===== config.mk =====
export PLATFORM = sky130hd
export DESIGN_NAME = heartbeat_membership_table_unit_flat
export DESIGN_NICKNAME = d
export VERILOG_FILES = /design/src/design/hbt_pkg.sv /design/src/design/hbt_if.sv /design/src/design/hbt_cell.sv /design/src/design/heartbeat_membership_table_unit.sv /design/src/flat_wrapper.sv
export SDC_FILE = /design/constraint.sdc
export NUM_CORES = 2
export LEC_CHECK = 0
export BUFFER_PORTS_ARGS = -buffer_cell sky130_fd_sc_hd__buf_2
export CORE_UTILIZATION = 50
export CTS_CLUSTER_DIAMETER = 50
export DETAILED_ROUTE_END_ITERATION = 16
export PLACE_DENSITY = 0.69
export SLEW_MARGIN = 10
export SYNTH_ARGS = -nofsm -noshare
export SYNTH_HDL_FRONTEND = slang
export SYNTH_HIERARCHICAL = 1
export SYNTH_SLANG_ARGS = --single-unit

===== constraint.sdc =====
create_clock -name clk -period 76.3 [get_ports clk]
set_clock_uncertainty 0.1 [all_clocks]
set_input_delay 7.63 -clock clk [delete_from_list [all_inputs] [get_ports clk]]
set_output_delay 7.63 -clock clk [all_outputs]
set_load 0.02 [all_outputs]

===== src/design/hbt_pkg.sv =====
`timescale 1ns / 1ps
`default_nettype none
// ----------------------------------------------------------------------------
// hbt_pkg: shared types and constants of the heartbeat membership table
// Slot record, status, function and outcome codes, field widths.
// ----------------------------------------------------------------------------
package hbt_pkg;

  localparam int MAX_MEMBERS_DEF = 32;
  localparam int ADDR_W          = 48;
  localparam int HB_W            = 32;
  localparam int TM_W            = 32;
  localparam int TO_W            = 16;
  localparam int ENTRY_W         = 33;
  localparam int MEMB_W          = 6;
  localparam int CFG_IDX_W       = 2;

  localparam logic [TO_W-1:0] FAIL_TIMEOUT_RST    = TO_W'(50);
  localparam logic [TO_W-1:0] CLEANUP_TIMEOUT_RST = TO_W'(80);

  typedef enum logic [1:0] {
    ST_NORMAL  = 2'd0,
    ST_FAILED  = 2'd1,
    ST_REMOVED = 2'd2
  } status_t;

  typedef enum logic [1:0] {
    FN_GOSSIP = 2'd0,
    FN_TICK   = 2'd1,
    FN_DUMP   = 2'd2
  } func_t;

  typedef enum logic [2:0] {
    OC_SELF     = 3'd0,
    OC_NULL     = 3'd1,
    OC_UPDATED  = 3'd2,
    OC_STALE    = 3'd3,
    OC_INSERTED = 3'd4,
    OC_FULL     = 3'd5,
    OC_TICK     = 3'd6,
    OC_DUMP     = 3'd7
  } outcome_t;

  typedef enum logic [CFG_IDX_W-1:0] {
    CFG_SELF_ADDRESS    = 2'd0,
    CFG_FAIL_TIMEOUT    = 2'd1,
    CFG_CLEANUP_TIMEOUT = 2'd2
  } cfg_idx_t;

  typedef struct packed {
    logic [ADDR_W-1:0] addr;
    logic [HB_W-1:0]   hb;
    logic [TM_W-1:0]   tm;
    status_t           st;
  } slot_t;

endpackage
`default_nettype wire


===== src/design/hbt_if.sv =====
`timescale 1ns / 1ps
`default_nettype none
// ----------------------------------------------------------------------------
// hbt_in_if / hbt_out_if: item channels of the membership table
// Valid/ready channels carrying gossip, tick and dump requests and results.
// ----------------------------------------------------------------------------
interface hbt_in_if;
  import hbt_pkg::*;
  logic              valid;
  logic              ready;
  logic [1:0]        func;
  logic [ADDR_W-1:0] peer_address;
  logic [HB_W-1:0]   peer_heartbeat;
  logic [TM_W-1:0]   peer_time;
  logic [TM_W-1:0]   now;
  logic              message_end;

  modport source (output valid, func, peer_address, peer_heartbeat, peer_time, now,
                  message_end, input ready);
  modport sink   (input valid, func, peer_address, peer_heartbeat, peer_time, now,
                  message_end, output ready);
endinterface

interface hbt_out_if;
  import hbt_pkg::*;
  logic                      valid;
  logic                      ready;
  logic [2:0]                outcome;
  logic [ADDR_W-1:0]         entry_address;
  logic signed [ENTRY_W-1:0] entry_heartbeat;
  logic signed [ENTRY_W-1:0] entry_time;
  logic                      entry_empty;
  logic [MEMB_W-1:0]         members;
  logic                      last;

  modport source (output valid, outcome, entry_address, entry_heartbeat, entry_time,
                  entry_empty, members, last, input ready);
  modport sink   (input valid, outcome, entry_address, entry_heartbeat, entry_time,
                  entry_empty, members, last, output ready);
endinterface
`default_nettype wire


===== src/design/hbt_cell.sv =====
`timescale 1ns / 1ps
`default_nettype none
// ----------------------------------------------------------------------------
// hbt_cell: one slot of the rotating membership ring
// Holds one slot record and takes its neighbor's record on every shift.
// ----------------------------------------------------------------------------
module hbt_cell (
  input  wire logic          clk,
  input  wire logic          shift_en,
  input  wire hbt_pkg::slot_t slot_d,
  output      hbt_pkg::slot_t slot_q
);
  import hbt_pkg::*;

  slot_t slot_r;

  always_ff @(posedge clk) begin
    if (shift_en) begin
      slot_r <= slot_d;
    end
  end

  assign slot_q = slot_r;

endmodule
`default_nettype wire


===== src/design/heartbeat_membership_table_unit.sv =====
`timescale 1ns / 1ps
`default_nettype none
// ----------------------------------------------------------------------------
// heartbeat_membership_table_unit: gossip heartbeat membership table
// Slots rotate through a ring of cells past one head that merges, ages or
// dumps the slot in front of it; one full turn handles one item.
// Gossip and tick: the result is loaded in the done state after the full turn,
//   then the next item is taken; a self or null address skips the turn.
// Dump: one result per shift for each slot below the member count, each shift
//   held while the result channel stalls; an empty table gives no result.
// Reset clears the member count and loads the register defaults; slot
//   contents are not cleared, only slots below the member count are read.
// ----------------------------------------------------------------------------
module heartbeat_membership_table_unit #(
  parameter int MAX_MEMBERS = hbt_pkg::MAX_MEMBERS_DEF
) (
  input  wire logic                            clk,
  input  wire logic                            rst_n,
  hbt_in_if.sink                               in_ch,
  hbt_out_if.source                            out_ch,
  input  wire logic                            cfg_we,
  input  wire logic [hbt_pkg::CFG_IDX_W-1:0]   cfg_index,
  input  wire logic [hbt_pkg::ADDR_W-1:0]      cfg_data
);
  import hbt_pkg::*;

  localparam int CW = $clog2(MAX_MEMBERS + 1);

  typedef enum logic [1:0] {S_IDLE, S_SCAN, S_DONE} state_t;

  state_t            state_r;
  func_t             op_r;
  logic [ADDR_W-1:0] addr_r;
  logic [HB_W-1:0]   hb_r;
  logic [TM_W-1:0]   tm_r;
  logic [TM_W-1:0]   now_r;
  logic [CW-1:0]     k_r;
  logic [CW-1:0]     count_r;
  logic              found_r;
  outcome_t          oc_r;

  logic [ADDR_W-1:0] self_addr_r;
  logic [TO_W-1:0]   fail_to_r;
  logic [TO_W-1:0]   clean_to_r;

  logic                      out_valid_r;
  outcome_t                  out_oc_r;
  logic [ADDR_W-1:0]         out_addr_r;
  logic signed [ENTRY_W-1:0] out_hb_r;
  logic signed [ENTRY_W-1:0] out_tm_r;
  logic                      out_empty_r;
  logic [MEMB_W-1:0]         out_memb_r;
  logic                      out_last_r;

  slot_t cell_q [MAX_MEMBERS];
  slot_t cell_d [MAX_MEMBERS];
  slot_t cur;
  slot_t head;

  logic          shift_en;
  logic          out_free;
  logic          out_load;
  logic          active;
  logic          found_nxt;
  outcome_t      oc_nxt;
  logic [CW-1:0] count_nxt;
  logic [TM_W:0] age;
  logic          age_pos;
  logic          last_step;

  // ring: cell i takes from cell i+1, the head writes back into the far end
  for (genvar i = 0; i < MAX_MEMBERS; i++) begin : g_cell
    if (i == MAX_MEMBERS - 1) begin : g_end
      assign cell_d[i] = head;
    end else begin : g_mid
      assign cell_d[i] = cell_q[i+1];
    end
    hbt_cell u_cell (
      .clk      (clk),
      .shift_en (shift_en),
      .slot_d   (cell_d[i]),
      .slot_q   (cell_q[i])
    );
  end

  assign out_free  = !out_valid_r || out_ch.ready;
  assign shift_en  = (state_r == S_SCAN) && ((op_r != FN_DUMP) || out_free);
  assign out_load  = (shift_en && op_r == FN_DUMP && active) ||
                     (state_r == S_DONE && out_free);
  assign cur       = cell_q[0];
  assign active    = k_r < count_r;
  assign last_step = k_r == CW'(MAX_MEMBERS - 1);
  assign age       = {1'b0, now_r} - {1'b0, cur.tm};
  assign age_pos   = !age[TM_W];

  always_comb begin
    head      = cur;
    found_nxt = found_r;
    oc_nxt    = oc_r;
    count_nxt = count_r;
    case (op_r)
      FN_GOSSIP: begin
        if (active && !found_r && cur.addr == addr_r) begin
          found_nxt = 1'b1;
          if (cur.hb < hb_r) begin
            head.hb = hb_r;
            head.tm = tm_r;
            oc_nxt  = OC_UPDATED;
          end else begin
            oc_nxt = OC_STALE;
          end
        end else if (k_r == count_r && !found_r) begin
          head.addr = addr_r;
          head.hb   = hb_r;
          head.tm   = tm_r;
          head.st   = ST_NORMAL;
          found_nxt = 1'b1;
          count_nxt = count_r + CW'(1);
          oc_nxt    = OC_INSERTED;
        end
      end
      FN_TICK: begin
        if (active && cur.st != ST_REMOVED) begin
          if (cur.st == ST_FAILED && age_pos && age[TM_W-1:0] > {16'b0, clean_to_r}) begin
            head.st = ST_REMOVED;
          end else if (age_pos && age[TM_W-1:0] > {16'b0, fail_to_r}) begin
            head.st = ST_FAILED;
          end else begin
            head.st = ST_NORMAL;
          end
        end
      end
      default: begin
      end
    endcase
  end

  assign in_ch.ready = (state_r == S_IDLE);

  always_ff @(posedge clk) begin
    if (!rst_n) begin
      state_r     <= S_IDLE;
      out_valid_r <= 1'b0;
      count_r     <= '0;
      self_addr_r <= '0;
      fail_to_r   <= FAIL_TIMEOUT_RST;
      clean_to_r  <= CLEANUP_TIMEOUT_RST;
    end else begin
      if (cfg_we) begin
        unique case (cfg_index)
          CFG_SELF_ADDRESS:    self_addr_r <= cfg_data;
          CFG_FAIL_TIMEOUT:    fail_to_r   <= cfg_data[TO_W-1:0];
          CFG_CLEANUP_TIMEOUT: clean_to_r  <= cfg_data[TO_W-1:0];
          default: begin
          end
        endcase
      end

      // drop the taken item unless a new one loads in the same cycle
      if (out_valid_r && out_ch.ready && !out_load) begin
        out_valid_r <= 1'b0;
      end

      unique case (state_r)
        S_IDLE: begin
          if (in_ch.valid) begin
            op_r    <= func_t'(in_ch.func);
            addr_r  <= in_ch.peer_address;
            hb_r    <= in_ch.peer_heartbeat;
            tm_r    <= in_ch.peer_time;
            now_r   <= in_ch.now;
            k_r     <= '0;
            found_r <= 1'b0;
            unique case (in_ch.func)
              FN_GOSSIP: begin
                if (in_ch.peer_address == self_addr_r) begin
                  oc_r    <= OC_SELF;
                  state_r <= S_DONE;
                end else if (in_ch.peer_address == '0) begin
                  oc_r    <= OC_NULL;
                  state_r <= S_DONE;
                end else begin
                  oc_r    <= OC_FULL;
                  state_r <= S_SCAN;
                end
              end
              FN_TICK: begin
                oc_r    <= OC_TICK;
                state_r <= S_SCAN;
              end
              FN_DUMP: begin
                oc_r    <= OC_DUMP;
                state_r <= (count_r != '0) ? S_SCAN : S_IDLE;
              end
              default: state_r <= S_IDLE;
            endcase
          end
        end
        S_SCAN: begin
          if (shift_en) begin
            found_r <= found_nxt;
            oc_r    <= oc_nxt;
            count_r <= count_nxt;
            k_r     <= k_r + CW'(1);
            if (op_r == FN_DUMP && active) begin
              out_valid_r <= 1'b1;
              out_oc_r    <= OC_DUMP;
              out_memb_r  <= MEMB_W'(count_r);
              out_last_r  <= (k_r + CW'(1)) == count_r;
              if (cur.st == ST_NORMAL) begin
                out_addr_r  <= cur.addr;
                out_hb_r    <= {1'b0, cur.hb};
                out_tm_r    <= {1'b0, cur.tm};
                out_empty_r <= 1'b0;
              end else begin
                out_addr_r  <= '0;
                out_hb_r    <= '1;
                out_tm_r    <= '1;
                out_empty_r <= 1'b1;
              end
            end
            if (last_step) begin
              state_r <= (op_r == FN_DUMP) ? S_IDLE : S_DONE;
            end
          end
        end
        S_DONE: begin
          if (out_free) begin
            out_valid_r <= 1'b1;
            out_oc_r    <= oc_r;
            out_addr_r  <= '0;
            out_hb_r    <= '0;
            out_tm_r    <= '0;
            out_empty_r <= 1'b0;
            out_memb_r  <= MEMB_W'(count_r);
            out_last_r  <= 1'b1;
            state_r     <= S_IDLE;
          end
        end
        default: state_r <= S_IDLE;
      endcase
    end
  end

  assign out_ch.valid           = out_valid_r;
  assign out_ch.outcome         = out_oc_r;
  assign out_ch.entry_address   = out_addr_r;
  assign out_ch.entry_heartbeat = out_hb_r;
  assign out_ch.entry_time      = out_tm_r;
  assign out_ch.entry_empty     = out_empty_r;
  assign out_ch.members         = out_memb_r;
  assign out_ch.last            = out_last_r;

endmodule
`default_nettype wire

===== src/flat_wrapper.sv =====
// flat-port wrapper written by rule: the top's interface ports become plain ports
module heartbeat_membership_table_unit_flat import hbt_pkg::*;
#(
  parameter int MAX_MEMBERS = hbt_pkg::MAX_MEMBERS_DEF
)
  (clk, rst_n, cfg_we, cfg_index, cfg_data, in_ch_valid, in_ch_func, in_ch_peer_address, in_ch_peer_heartbeat, in_ch_peer_time, in_ch_now, in_ch_message_end, in_ch_ready, out_ch_valid, out_ch_outcome, out_ch_entry_address, out_ch_entry_heartbeat, out_ch_entry_time, out_ch_entry_empty, out_ch_members, out_ch_last, out_ch_ready);
  hbt_in_if in_ch_i ();
  hbt_out_if out_ch_i ();
  input  wire logic clk;
  input  wire logic rst_n;
  input  wire logic cfg_we;
  input  wire logic [hbt_pkg::CFG_IDX_W-1:0] cfg_index;
  input  wire logic [hbt_pkg::ADDR_W-1:0] cfg_data;
  input wire logic [$bits(in_ch_i.valid)-1:0] in_ch_valid;
  input wire logic [$bits(in_ch_i.func)-1:0] in_ch_func;
  input wire logic [$bits(in_ch_i.peer_address)-1:0] in_ch_peer_address;
  input wire logic [$bits(in_ch_i.peer_heartbeat)-1:0] in_ch_peer_heartbeat;
  input wire logic [$bits(in_ch_i.peer_time)-1:0] in_ch_peer_time;
  input wire logic [$bits(in_ch_i.now)-1:0] in_ch_now;
  input wire logic [$bits(in_ch_i.message_end)-1:0] in_ch_message_end;
  output wire logic [$bits(in_ch_i.ready)-1:0] in_ch_ready;
  output wire logic [$bits(out_ch_i.valid)-1:0] out_ch_valid;
  output wire logic [$bits(out_ch_i.outcome)-1:0] out_ch_outcome;
  output wire logic [$bits(out_ch_i.entry_address)-1:0] out_ch_entry_address;
  output wire logic [$bits(out_ch_i.entry_heartbeat)-1:0] out_ch_entry_heartbeat;
  output wire logic [$bits(out_ch_i.entry_time)-1:0] out_ch_entry_time;
  output wire logic [$bits(out_ch_i.entry_empty)-1:0] out_ch_entry_empty;
  output wire logic [$bits(out_ch_i.members)-1:0] out_ch_members;
  output wire logic [$bits(out_ch_i.last)-1:0] out_ch_last;
  input wire logic [$bits(out_ch_i.ready)-1:0] out_ch_ready;
  assign in_ch_i.valid = in_ch_valid;
  assign in_ch_i.func = in_ch_func;
  assign in_ch_i.peer_address = in_ch_peer_address;
  assign in_ch_i.peer_heartbeat = in_ch_peer_heartbeat;
  assign in_ch_i.peer_time = in_ch_peer_time;
  assign in_ch_i.now = in_ch_now;
  assign in_ch_i.message_end = in_ch_message_end;
  assign in_ch_ready = in_ch_i.ready;
  assign out_ch_valid = out_ch_i.valid;
  assign out_ch_outcome = out_ch_i.outcome;
  assign out_ch_entry_address = out_ch_i.entry_address;
  assign out_ch_entry_heartbeat = out_ch_i.entry_heartbeat;
  assign out_ch_entry_time = out_ch_i.entry_time;
  assign out_ch_entry_empty = out_ch_i.entry_empty;
  assign out_ch_members = out_ch_i.members;
  assign out_ch_last = out_ch_i.last;
  assign out_ch_i.ready = out_ch_ready;
  heartbeat_membership_table_unit #(.MAX_MEMBERS(MAX_MEMBERS)) u_core (.clk(clk), .rst_n(rst_n), .in_ch(in_ch_i), .out_ch(out_ch_i), .cfg_we(cfg_we), .cfg_index(cfg_index), .cfg_data(cfg_data));
endmodule

==> results.txt <==
For this run, the number of Yosys warnings is 6. For the worst setup path, the data required time is 76740 ps. The number of hold buffers added after CTS was 0. After synthesis, the mean cell area works out to 23.8 µm². TritonCTS built the clock tree. The run gives 72 as the initial antenna violation count. The placed wire-length estimate is 129000 µm, and the proportion of synthesized area in mux cells is 0.00949. The tools report the number of max-slew violations in the final report as 0. In this run the standard cell core region covers 0.257 mm². Number of nets with antenna violations after detailed routing: 0. The run finished with clean final reports. For this design the static power due to leakage is 48.3 nW. The run gives 0 as the number of buffers inserted to repair setup after CTS. Share of synthesized cell area in and, or, nand and nor gates: 0.0183. The fraction of post-synthesis cell area in the top cell type by area came out at 0.913. In this run, synthesis inferred 3927 flip-flops with an integrated enable. The netlist area before placement is 0.129 mm², and the final setup TNS is 0 ps. For the timing-limited maximum frequency, the log shows 77.4 MHz.

The count of routing violations after the opening detailed-route iteration came out at 4635. The detailed-route wire length per cell works out to 22.1 µm. For the worst-skew pair, the clock arrives at the later sink with an insertion delay of 940 ps. The maximum fanout encountered on the critical timing path is 90. Traced cell by cell, the critical path runs through buf_2 > nand2b_1 > o21ai_1 > clkinvlp_4 > buf_4 > buf_4 > buf_4 > buf_4 > buf_4.

The number of distinct library cells after synthesis was 75. Grouping stages by cell kind, the critical path spends the most delay in buffers and inverters. The routed layout has 50450 vias. Final critical-path share of the clock period: 0.169. The die covers 0.260 mm². The max-cap check violation count came out at 0. In this run the number of H-tree levels came out at 5. The slowest stage of the critical path is the sky130_fd_sc_hd__buf_4 cell.

The number of standard cells after synthesis was 5414; the floorplan row count was 186. Before antenna repair, the detailed router went through 5 iterations. The final layout contains 6432 nets.

Most used cell along the critical path: sky130_fd_sc_hd__buf_4. By area the synthesized netlist is led by sky130_fd_sc_hd__edfxtp_1 (91%), sky130_fd_sc_hd__dfxtp_1 (1.4%), sky130_fd_sc_hd__ha_1 (1.1%), sky130_fd_sc_hd__nand2_1 (0.59%), sky130_fd_sc_hd__mux2_1 (0.52%). The tightest slew margin relative to the limit came out at 0.160. The path class of the tightest hold or removal check is flop to flop.

The smallest clock period supported by the final layout is computed as 12930 ps. In the synthesized netlist, the cells that appear most often are sky130_fd_sc_hd__edfxtp_1 (3927), sky130_fd_sc_hd__nand2_1 (204), sky130_fd_sc_hd__inv_1 (135). The post-synthesis compound-gate area fraction was 0.0197; the count of buffer and inverter cells on the critical path was 7.

The starting density of the core was 0.503. The critical path is of the input pin to flop type. The fraction of final layout cells sized beyond drive strength 1 was 0.160; the number of I/O pins was 329. The power per standard cell area is 31.6 mW/mm². The die span in y works out to 510 µm. The largest stage delay on the critical path came out at 960 ps. The main combinational cell family by area after synthesis is compound AO/OA/AOI/OAI gates. At the pin with the least slew margin, the transition time is 1250 ps.

The total grt overflow was 0; the signed area change from the synthesized netlist to the final layout was 14.9%. The clock input transition at the sequential cells of the worst setup and hold paths came out at 60 ps. The clock passes through at most 4 buffers. Clock tree synthesis found a total of 4016 sinks. The first global-routing pass estimated 317000 µm of wire.

Global-route usage over all layers: 0.167. STA puts the critical path data arrival time at 13370 ps. For the number of setup violations in the final report, the log shows 0.

Clock tree synthesis inserted a total of 406 buffers. Measured along the x axis, the die boundary spans 510 µm. The peak supply drop came out at 24.3 µV. Clock tree synthesis selected as its root buffer the cell sky130_fd_sc_hd__clkbuf_16. The finished layout holds 9848 standard cells, fillers aside. The tools report the total detailed-routing wirelength as 218000 µm.

Summed over all instances, the cell type with the most area after synthesis is sky130_fd_sc_hd__edfxtp_1. The worst setup path is launched from an input pin. The count of port buffers added during placement was 327; the pin count of the biggest net entering global routing was 220.

In the routed design, unresolved DRC markers number 0. The dominant register cell in the synthesized netlist was sky130_fd_sc_hd__edfxtp_1. Setup repair after global routing left no endpoint under its margin. The run gives 49894 as the number of global-route vias before repair. In this run, placement finished with an instance count of 9093. The post-synthesis share of cell area spent on full adders, half adders and majority gates is 0.0109. The async set-reset flop share out of synthesis came out at 0.

The detail-routed via count per cell is 5.12. Type of element capturing the critical path: a flop. The fraction of synthesized cell area in xor and xnor cells is 0.00787, and the placer congestion estimate is 0.907. Number of flip-flops and latches in the synthesized netlist: 4016. Dominant cell by count in the synthesized netlist: sky130_fd_sc_hd__edfxtp_1. The sequential share of the synthesized area was 0.927; the number of nets produced by synthesis was 5728. The number of hold-slack violations in the final timing report was 0; the number of gates resized after cts was 0.
final timing paths:
kind                                                                     from                                       endpoint  slack (ps)  depth (start not counted)
worst min register to register  u_core/g_cell[20].u_cell/slot_q[86]$_DFFE_PP_  u_core/g_cell[19].u_cell/slot_q[86]$_DFFE_PP_         240                          0
worst max register to register                 u_core/state_r[1]$_SDFFE_PN0P_  u_core/g_cell[10].u_cell/slot_q[84]$_DFFE_PP_       69510                          9
worst max-delay path                                             out_ch_ready  u_core/g_cell[10].u_cell/slot_q[84]$_DFFE_PP_       63370                          9
worst min-delay path            u_core/g_cell[20].u_cell/slot_q[86]$_DFFE_PP_  u_core/g_cell[19].u_cell/slot_q[86]$_DFFE_PP_         240                          0
report_power, final:
part	leakage (nW)	switching, mW	internal [mW]
Combinational	5.49	0.120	0.0329
Sequential	36.5	0.0395	2.57
Clock	6.37	0.824	1.10
worst reg2reg max path, stage by stage, from the launching register on:
cell	delay, ps
sky130_fd_sc_hd__dfxtp_1	320
sky130_fd_sc_hd__inv_1	100
sky130_fd_sc_hd__ha_1	390
sky130_fd_sc_hd__o21ai_1	380
sky130_fd_sc_hd__clkinvlp_4	730
sky130_fd_sc_hd__buf_4	810
sky130_fd_sc_hd__buf_4	1000
sky130_fd_sc_hd__buf_4	870
sky130_fd_sc_hd__buf_4	900
sky130_fd_sc_hd__buf_4	850
cells by family after synthesis:
group | Yosys count
AO/OA/AOI/OAI | 377
flip-flops | 4016
adder cells (fa/ha/maj) | 112
buffers and inverters | 212
multiplexers | 109
XOR/XNOR | 116
AND/OR/NAND/NOR | 472
per-layer routing:
layer | global-route usage | vias to the layer above | wire length [µm]
met3 | 0.0304 | 470 | 13000
met5 | 0 | - | 13
met4 | 0.0854 | 2 | 9200
li1 | - | 22868 | -
met2 | 0.257 | 1487 | 104000
met1 | 0.231 | 25623 | 92200
registers in the layout (all words and copies together), names as in the netlist, 16 cells and up:
register and flops:
u_core/addr_r 48, u_core/clean_to_r 16, u_core/fail_to_r 16, u_core/g_cell.u_cell/slot_q 3648
u_core/hb_r 32, u_core/now_r 32, u_core/out_ch.entry_address 48, u_core/out_ch.entry_heartbeat 33
u_core/out_ch.entry_time 32, u_core/self_addr_r 48, u_core/tm_r 32
layout by cell type (no fill, tap or decap), types with 16 or more instances in the layout:
master / count
sky130_fd_sc_hd__dfxtp_1: 89
sky130_fd_sc_hd__and2_1: 57
sky130_fd_sc_hd__nor3_1: 21
sky130_fd_sc_hd__a21boi_0: 75
sky130_fd_sc_hd__nor2_1: 35
sky130_fd_sc_hd__nor4_1: 29
sky130_fd_sc_hd__clkinv_4: 16
sky130_fd_sc_hd__inv_1: 133
sky130_fd_sc_hd__edfxtp_1: 3927
sky130_fd_sc_hd__xnor2_1: 52
sky130_fd_sc_hd__clkbuf_1: 61
sky130_fd_sc_hd__xor2_1: 64
sky130_fd_sc_hd__buf_2: 327
sky130_fd_sc_hd__clkinv_2: 64
sky130_fd_sc_hd__ha_1: 110
sky130_fd_sc_hd__nand3_1: 23
sky130_fd_sc_hd__clkinv_1: 88
sky130_fd_sc_hd__clkbuf_16: 407
sky130_fd_sc_hd__diode_2: 17
sky130_fd_sc_hd__mux2_1: 60
sky130_fd_sc_hd__nand2_1: 204
sky130_fd_sc_hd__a21oi_1: 65
sky130_fd_sc_hd__o21ai_0: 79
sky130_fd_sc_hd__mux2_2: 47
sky130_fd_sc_hd__bufinv_16: 33
sky130_fd_sc_hd__a21o_1: 61
sky130_fd_sc_hd__nand4_1: 38
sky130_fd_sc_hd__buf_4: 35
sky130_fd_sc_hd__inv_6: 20
sky130_fd_sc_hd__clkinvlp_4: 18
cell type report:
type | instances | area, µm²
Multi-Input combinational cell | 1186 | 8640
Tap cell | 3384 | 4230
Timing Repair Buffer | 371 | 2090
Inverter | 137 | 518
Antenna cell | 17 | 42.5
Clock buffer | 469 | 10400
Clock inverter | 268 | 2690
Sequential cell | 4016 | 120000
Fill cell | 17975 | 108000
metrics by stage:
stage / total power [mW] / hold slack, ps / setup WS [ps] / cell area (µm²) / util
6_report: 4.69 / 242 / 63370 / 148000 / 0.578
4_1_cts: 4.75 / 236 / 63390 / 148000 / 0.578
5_1_grt: 4.85 / 244 / 63030 / 148000 / 0.578
2_1_floorplan: 3.08 / 300 / 12170 / 129000 / -
3_5_place_dp: 2.81 / 305 / 62350 / 135000 / 0.527
3_3_place_gp: 2.80 / 300 / 62560 / 135000 / 0.527
Power figures use the tool's default switching activity.
